<file path="src/hw/rtl/srt_pkg.sv">
// ----------------------------------------------------------------------------
// srt_pkg
// shared types, codes and defaults for the sorted identifier set
// ----------------------------------------------------------------------------
package srt_pkg;

    localparam int DEPTH_DEF    = 32;
    localparam int ID_WIDTH_DEF = 32;

    // fixed widths of the external fields
    localparam int ACT_W   = 2;
    localparam int IDENT_W = 32;
    localparam int POS_W   = 5;
    localparam int COUNT_W = 6;

    typedef enum logic [ACT_W-1:0] {
        ACT_ADD    = 2'd0,
        ACT_REMOVE = 2'd1,
        ACT_FIND   = 2'd2,
        ACT_ALT    = 2'd3   // handled as find
    } action_t;

    typedef enum logic [1:0] {
        ST_IDLE,
        ST_CMP,
        ST_UPD
    } state_t;

    // per-cycle command broadcast to every cell
    typedef struct packed {
        logic cmp;   // compare stored entry against key
        logic ins;   // open a slot and insert key
        logic del;   // close the slot of the matching entry
    } cell_ctrl_t;

endpackage

</file>
<file path="src/hw/rtl/srt_cell.sv">
// ----------------------------------------------------------------------------
// srt_cell
// one slot of the sorted chain: holds an entry, compares it, shifts with
// its neighbors on insert and delete
// ----------------------------------------------------------------------------
module srt_cell #(
    parameter int INDEX    = 0,
    parameter int ID_WIDTH = srt_pkg::ID_WIDTH_DEF,
    parameter int CNT_W    = 6
) (
    input  logic                    clk,
    input  logic                    rst_n,
    input  srt_pkg::cell_ctrl_t     ctrl,
    input  logic [ID_WIDTH-1:0]     key,
    input  logic [CNT_W-1:0]        count,
    input  logic                    prev_lt,
    input  logic [ID_WIDTH-1:0]     prev_entry,
    input  logic [ID_WIDTH-1:0]     next_entry,
    output logic [ID_WIDTH-1:0]     entry,
    output logic                    lt,
    output logic                    eq
);
    import srt_pkg::*;

    logic [ID_WIDTH-1:0] entry_reg;
    logic [ID_WIDTH-1:0] entry_next;
    logic                lt_reg;
    logic                lt_next;
    logic                eq_reg;
    logic                eq_next;
    logic                occ;

    assign occ = count > CNT_W'(INDEX);

    always_comb
    begin
        lt_next    = lt_reg;
        eq_next    = eq_reg;
        entry_next = entry_reg;
        if (ctrl.cmp)
        begin
            lt_next = occ && (entry_reg < key);
            eq_next = occ && (entry_reg == key);
        end
        if (ctrl.ins && !lt_reg)
        begin
            // first slot not below key takes key, the rest move up
            entry_next = prev_lt ? key : prev_entry;
        end
        else if (ctrl.del && !lt_reg)
        begin
            entry_next = next_entry;
        end
    end

    always_ff @(posedge clk or negedge rst_n)
    begin
        if (!rst_n)
        begin
            lt_reg <= 1'b0;
            eq_reg <= 1'b0;
        end
        else
        begin
            lt_reg <= lt_next;
            eq_reg <= eq_next;
        end
    end

    always_ff @(posedge clk)
    begin
        entry_reg <= entry_next;
    end

    assign entry = entry_reg;
    assign lt    = lt_reg;
    assign eq    = eq_reg;

endmodule

</file>
<file path="src/hw/rtl/sorted_id_set.sv">
// ----------------------------------------------------------------------------
// sorted_id_set
// set of distinct identifiers kept in ascending order in a chain of cells
// ----------------------------------------------------------------------------
// The set lives in a row of DEPTH cells, cell 0 holding the smallest entry;
// only the first entry_count cells are meaningful, so no clearing pass is
// needed after reset. Each input transfer (add, remove, find; code 3 acts as
// find) yields exactly one result transfer. An item passes the compare state,
// in which every cell compares its entry with the identifier in parallel, and
// then the update state, in which the cells shift by one toward or away from
// their neighbor to insert or delete, and the result is registered. A new item
// is taken in that update state, so the next item enters while the last one
// finishes. The update state waits while an earlier result has not been taken;
// smallest, largest and entry_count are read straight from the cells and the
// count and stay steady until that result transfer completes.
module sorted_id_set #(
    parameter int DEPTH    = srt_pkg::DEPTH_DEF,
    parameter int ID_WIDTH = srt_pkg::ID_WIDTH_DEF
) (
    input  logic                           clk,
    input  logic                           rst_n,
    input  logic                           in_valid,
    output logic                           in_ready,
    input  logic [srt_pkg::ACT_W-1:0]      action,
    input  logic [srt_pkg::IDENT_W-1:0]    ident,
    output logic                           out_valid,
    input  logic                           out_ready,
    output logic                           found,
    output logic [srt_pkg::POS_W-1:0]      position,
    output logic                           changed,
    output logic                           full_reject,
    output logic [srt_pkg::COUNT_W-1:0]    entry_count,
    output logic [srt_pkg::IDENT_W-1:0]    smallest,
    output logic [srt_pkg::IDENT_W-1:0]    largest
);
    import srt_pkg::*;

    localparam int IDX_W = (DEPTH > 1) ? $clog2(DEPTH) : 1;
    localparam int CNT_W = $clog2(DEPTH + 1);

    // control state
    state_t             state_reg;
    state_t             state_next;
    logic [CNT_W-1:0]   count_reg;
    logic [CNT_W-1:0]   count_next;
    logic               out_valid_reg;
    logic               out_valid_next;

    // latched item
    action_t            act_reg;
    logic [ID_WIDTH-1:0] key_reg;

    // result payload
    logic               found_reg;
    logic [POS_W-1:0]   position_reg;
    logic               changed_reg;
    logic               reject_reg;

    // cell chain
    cell_ctrl_t             ctrl;
    logic [ID_WIDTH-1:0]    cell_entry [DEPTH];
    logic [DEPTH-1:0]       cell_lt;
    logic [DEPTH-1:0]       cell_eq;

    // decisions of the update cycle
    logic               upd_go;
    logic               present;
    logic [IDX_W-1:0]   hit_idx;
    logic               is_full;
    logic               do_ins;
    logic               do_del;
    logic               do_reject;
    logic               in_xfer;
    logic [ID_WIDTH-1:0] tail_entry;

    assign upd_go  = (state_reg == ST_UPD) && (!out_valid_reg || out_ready);
    assign in_ready = (state_reg == ST_IDLE) || upd_go;
    assign in_xfer  = in_valid && in_ready;

    // one-hot match to index, and the entry sitting at the top of the set
    always_comb
    begin
        present    = 1'b0;
        hit_idx    = '0;
        tail_entry = '0;
        for (int i = 0; i < DEPTH; i++)
        begin
            present = present | cell_eq[i];
            if (cell_eq[i])
            begin
                hit_idx = hit_idx | IDX_W'(i);
            end
            if (count_reg == CNT_W'(i + 1))
            begin
                tail_entry = tail_entry | cell_entry[i];
            end
        end
    end

    assign is_full   = count_reg == CNT_W'(DEPTH);
    assign do_ins    = (act_reg == ACT_ADD) && !present && !is_full;
    assign do_reject = (act_reg == ACT_ADD) && !present && is_full;
    assign do_del    = (act_reg == ACT_REMOVE) && present;

    always_comb
    begin
        ctrl.cmp = state_reg == ST_CMP;
        ctrl.ins = upd_go && do_ins;
        ctrl.del = upd_go && do_del;
    end

    // sequencer: idle -> compare -> update, then back to compare or idle
    always_comb
    begin
        state_next     = state_reg;
        count_next     = count_reg;
        out_valid_next = out_valid_reg;
        if (out_valid_reg && out_ready)
        begin
            out_valid_next = 1'b0;
        end
        unique case (state_reg)
            ST_IDLE:
            begin
                if (in_xfer)
                begin
                    state_next = ST_CMP;
                end
            end
            ST_CMP:
            begin
                state_next = ST_UPD;
            end
            ST_UPD:
            begin
                if (upd_go)
                begin
                    out_valid_next = 1'b1;
                    if (do_ins)
                    begin
                        count_next = count_reg + CNT_W'(1);
                    end
                    else if (do_del)
                    begin
                        count_next = count_reg - CNT_W'(1);
                    end
                    state_next = in_xfer ? ST_CMP : ST_IDLE;
                end
            end
            default:
            begin
                state_next = ST_IDLE;
            end
        endcase
    end

    always_ff @(posedge clk or negedge rst_n)
    begin
        if (!rst_n)
        begin
            state_reg     <= ST_IDLE;
            count_reg     <= '0;
            out_valid_reg <= 1'b0;
        end
        else
        begin
            state_reg     <= state_next;
            count_reg     <= count_next;
            out_valid_reg <= out_valid_next;
        end
    end

    // item and result payload
    always_ff @(posedge clk)
    begin
        if (in_xfer)
        begin
            act_reg <= action_t'(action);
            key_reg <= ID_WIDTH'(ident);
        end
        if (upd_go)
        begin
            found_reg    <= present;
            position_reg <= present ? POS_W'(hit_idx) : '0;
            changed_reg  <= do_ins || do_del;
            reject_reg   <= do_reject;
        end
    end

    // the chain: each cell sees its lower and upper neighbor
    for (genvar g = 0; g < DEPTH; g++)
    begin : g_cell
        logic                prev_lt;
        logic [ID_WIDTH-1:0] prev_entry;
        logic [ID_WIDTH-1:0] next_entry;

        if (g == 0)
        begin : g_first
            assign prev_lt    = 1'b1;
            assign prev_entry = '0;
        end
        else
        begin : g_mid
            assign prev_lt    = cell_lt[g-1];
            assign prev_entry = cell_entry[g-1];
        end

        if (g == DEPTH - 1)
        begin : g_last
            assign next_entry = '0;
        end
        else
        begin : g_up
            assign next_entry = cell_entry[g+1];
        end

        srt_cell #(
            .INDEX    (g),
            .ID_WIDTH (ID_WIDTH),
            .CNT_W    (CNT_W)
        ) u_cell (
            .clk        (clk),
            .rst_n      (rst_n),
            .ctrl       (ctrl),
            .key        (key_reg),
            .count      (count_reg),
            .prev_lt    (prev_lt),
            .prev_entry (prev_entry),
            .next_entry (next_entry),
            .entry      (cell_entry[g]),
            .lt         (cell_lt[g]),
            .eq         (cell_eq[g])
        );
    end

    assign out_valid   = out_valid_reg;
    assign found       = found_reg;
    assign position    = position_reg;
    assign changed     = changed_reg;
    assign full_reject = reject_reg;
    assign entry_count = COUNT_W'(count_reg);
    assign smallest    = (count_reg != '0) ? IDENT_W'(cell_entry[0]) : '0;
    assign largest     = IDENT_W'(tail_entry);

endmodule

</file>
<file path="config.mk">
export PLATFORM = sky130hd
export DESIGN_NAME = sorted_id_set
export DESIGN_NICKNAME = d
export VERILOG_FILES = /design/src/hw/rtl/srt_pkg.sv /design/src/hw/rtl/srt_cell.sv /design/src/hw/rtl/sorted_id_set.sv
export SDC_FILE = /design/constraint.sdc
export NUM_CORES = 2
export LEC_CHECK = 0
export ABC_AREA = 1
export BUFFER_PORTS_ARGS = -buffer_cell sky130_fd_sc_hd__buf_2
export CORE_MARGIN = 2
export CORE_UTILIZATION = 45
export DETAILED_ROUTE_END_ITERATION = 7
export MAX_ROUTING_LAYER = met4
export PLACE_DENSITY = 0.67
export SKIP_LAST_GASP = 1
export SLEW_MARGIN = 20
export SYNTH_ARGS = -nofsm -noshare
export SYNTH_HDL_FRONTEND = slang
export SYNTH_SLANG_ARGS = --single-unit
</file>
<file path="constraint.sdc">
create_clock -name clk -period 5.56 [get_ports clk]
set_clock_uncertainty 0.15 [all_clocks]
set_input_delay 1.112 -clock clk [delete_from_list [all_inputs] [get_ports clk]]
set_output_delay 1.112 -clock clk [all_outputs]
set_load 0.01 [all_outputs]
</file>
==> results.json <==
{
  "first_pass_iters": 7,
  "numCtsBuffers": 149,
  "drc": 0,
  "dieArea_um2": 221000,
  "synth_area_um2": 97800,
  "cp-end-kind": "primary output",
  "yosys_warnings": 0,
  "syn_area_per_cell_um2": 7.42,
  "cts.sinks": 1139,
  "r2r_start": "g_cell[27].u_cell.eq",
  "routed_via_density": 6.31,
  "dp_cells": 15600,
  "clockBufferDepth": 3,
  "critPathSlowestCell": "dfrtp_1",
  "cts_hold_buf": 0,
  "slew_headroom_pct": 22.2,
  "htreeDepth": 4,
  "grt_max_degree": 187,
  "synth_cell_types": 45,
  "crit_chain": "inv_2 -> nand2_1 -> nor2_1 -> nand2_1 -> o21ai_0 -> nor2_1 -> nand2_1 -> nor2_1 -> nand3_1 -> buf_2",
  "vias": 101000,
  "synth_seq_cells": 1139,
  "clkSlewWorstSetupHoldPaths_ns": 0.06,
  "slew_violations": 0,
  "crit_fanout": 11,
  "grt_pass1_vias": 88900,
  "hpwl_um": 377000,
  "synth_nets": 14200,
  "tightest_slew_ns": 1.17,
  "largest_reg_flops": 1024,
  "syn_to_final_growth_pct": 8.77,
  "fin_nets": 14000,
  "pin_count": 118,
  "grt_use_total_pct": 44.9,
  "fin_util_pct": 49.1,
  "numPortBuffers": 117,
  "timing.fmax_mhz": 178,
  "wirelength_um": 498000,
  "p_sw_w": 0.0170,
  "die_w_um": 470,
  "p_int_w": 0.0188,
  "mostFrequentLayoutCells": "nand2_1, o21ai_0, inv_1",
  "min_period_ns": 5.61,
  "outcome": "finished with violations",
  "crit_path_start": "entry_count[2]",
  "p_per_area_nw_per_um2": 336,
  "critPathKind": "reg -> out",
  "initial_utilization_pct": 45.2,
  "setup_viol": 2,
  "drive_above_1_share_pct": 6.47,
  "insertion_delay_ns": 0.86,
  "synthCells": 13200,
  "dieHeight_um": 470,
  "post-route-period-util_pct": 101,
  "grt_first_pass_wirelength_um": 691000,
  "cts_tree": "built",
  "wl_per_cell_um": 31.2,
  "max_cap_viol_count": 0,
  "hold_path_class": "in -> async",
  "crit_path_start_kind": "flip-flop",
  "antenna_found_initial": 41,
  "gp_congestion": 1.08,
  "p_leak_nw": 45.6,
  "cp.arrival_ns": 4.35,
  "comb_power_share_pct": 41.0,
  "failed_checks": "setup timing",
  "fin_cells": 16000,
  "max_stage_delay_ns": 0.73,
  "cp.required_ns": 4.30,
  "postLayoutSetupSlackWorst_ns": -0.0513,
  "hold_violations": 0,
  "power_frac_seq_pct": 31.4,
  "coreArea_um2": 217000,
  "ir_drop_mv": 0.412,
  "drtAntennaViolNets": 0,
  "rsz0062_at_grt": "yes",
  "grt_remaining_overflow": 0,
  "core.rowCount": 171,
  "p_clk_share_pct": 27.6,
  "swShare_pct": 47.5,
  "root_buffer": "clkbuf_16",
  "drtIter0Drc": 19200,
  "final_common_cell": "nand2_1",
  "yosysSeqAreaShare_pct": 34.6
}
cells in the mapped netlist, drive strengths merged:
| cell | number | area share [%] |
|---|---|---|
| nor3b | 9 | 0.069 |
| o21bai | 1011 | 7.8 |
| o21ai | 1403 | 7.2 |
| nand3 | 1133 | 5.8 |
| edfxtp | 1066 | 33 |
| a22oi | 3 | 0.023 |
| clkbuf | 630 | 2.4 |
| nand3b | 15 | 0.12 |
| nor2 | 672 | 2.6 |
| buf | 232 | 1.6 |
| a211oi | 8 | 0.061 |
| nand4 | 178 | 1.1 |
| o22ai | 57 | 0.36 |
| and3 | 3 | 0.019 |
| ha | 1029 | 13 |
| o21a | 54 | 0.41 |
| inv | 1325 | 5.1 |
| o31ai | 1 | 0.0077 |
| or2 | 12 | 0.077 |
| and2 | 2 | 0.013 |
| nor3 | 62 | 0.32 |
| xor2 | 7 | 0.063 |
| o211ai | 28 | 0.21 |
| or4 | 1 | 0.0077 |
| a21o | 6 | 0.046 |
| a21oi | 545 | 2.8 |
| a31oi | 3 | 0.019 |
| nand2 | 3567 | 14 |
| nor4 | 29 | 0.19 |
| o2111ai | 10 | 0.090 |
| dfrtp | 73 | 1.9 |
| clkinv | 2 | 0.0077 |
power groups by stage:
stage | Sequential (W) | Clock [W] | Combinational (W)
final | 0.0112 | 0.00988 | 0.0147
after global routing | 0.0113 | 0.0101 | 0.0153
after CTS | 0.0112 | 0.00984 | 0.0139
after detailed placement | 0.0113 | 0 | 0.0138
after global placement | 0.0113 | 0 | 0.0138
after floorplan | 0.0103 | 0 | 0.00860
cell type report:
type                       count  area, um2
antenna                       48        120
tap                         2854       3570
fill                       21800     110000
clock buffer                 199       4160
multi-input combinational   9848      55500
timing repair buffer         466       3560
inverter                    1327       4990
sequential                  1139      33900
clock inverter                74        573
kinds of logic (layout without fill, tap and decap cells):
kind of cell	count (synthesis)	after routing	synth area share [%]
AO/OA/AOI/OAI	3129	3129	19.0
XOR/XNOR	7	7	0.0627
other	0	48	0
buffers and inverters	2189	2066	9.12
adder cells (fa/ha/maj)	1029	1029	13.2
AND/OR/NAND/NOR	5683	5683	24.1
flip-flops	1139	1139	34.6
worst paths after layout:
kind / to / slack [ns] / cells after the start
min in group clk: key_reg[28] / 0.29 / 1
worst max-delay path: largest[23] / -0.05 / 10
worst min register to register: g_cell[0].u_cell.eq / 0.34 / 2
max in group asynchronous: g_cell[25].u_cell.lt / 3.98 / 2
worst min-delay path: g_cell[2].u_cell.lt / 0.16 / 1
worst max register to register: g_cell[28].u_cell.entry[19] / 1.10 / 11
per-stage QoR:
stage / cell area (um2) / hold slack, ns / power [W] / setup slack (ns) / TNS [ns]
6_report: 106000 / 0.160 / 0.0358 / -0.0513 / -0.0851
5_1_grt: 106000 / 0.200 / 0.0367 / -0.0385 / -0.0547
4_1_cts: 106000 / 0.162 / 0.0349 / 0.00201 / 0
3_5_place_dp: 101000 / 0.322 / 0.0251 / 0.474 / 0
3_3_place_gp: 101000 / 0.318 / 0.0251 / 0.544 / 0
2_1_floorplan: 97800 / 0.300 / 0.0189 / 1.43 / 0
per-layer routing:
metal | vias to the layer above | GRT usage [%] | routed length (um)
met5 | - | - | 0
met4 | 0 | 19.6 | 26100
met3 | 976 | 12.9 | 75500
met2 | 7932 | 59.7 | 195000
met1 | 47400 | 62.4 | 201000
li1 | 44300 | - | -
critical path: cells and delay by family (launching register included):
kind,cells,cell delay [ns]
and+or+nand+nor,7,2.09
DFF,1,0.73
buffers and inverters,2,0.49
AOI/OAI and AO/OA,1,0.17
timing repair:
action / CTS / global route
pin swaps: 0 / 0
gates resized for setup: 16 / 19
setup endpoints to repair: 26 / 21
buffers inserted: 0 / 0
Note: power is estimated with default switching activity, not from simulation.
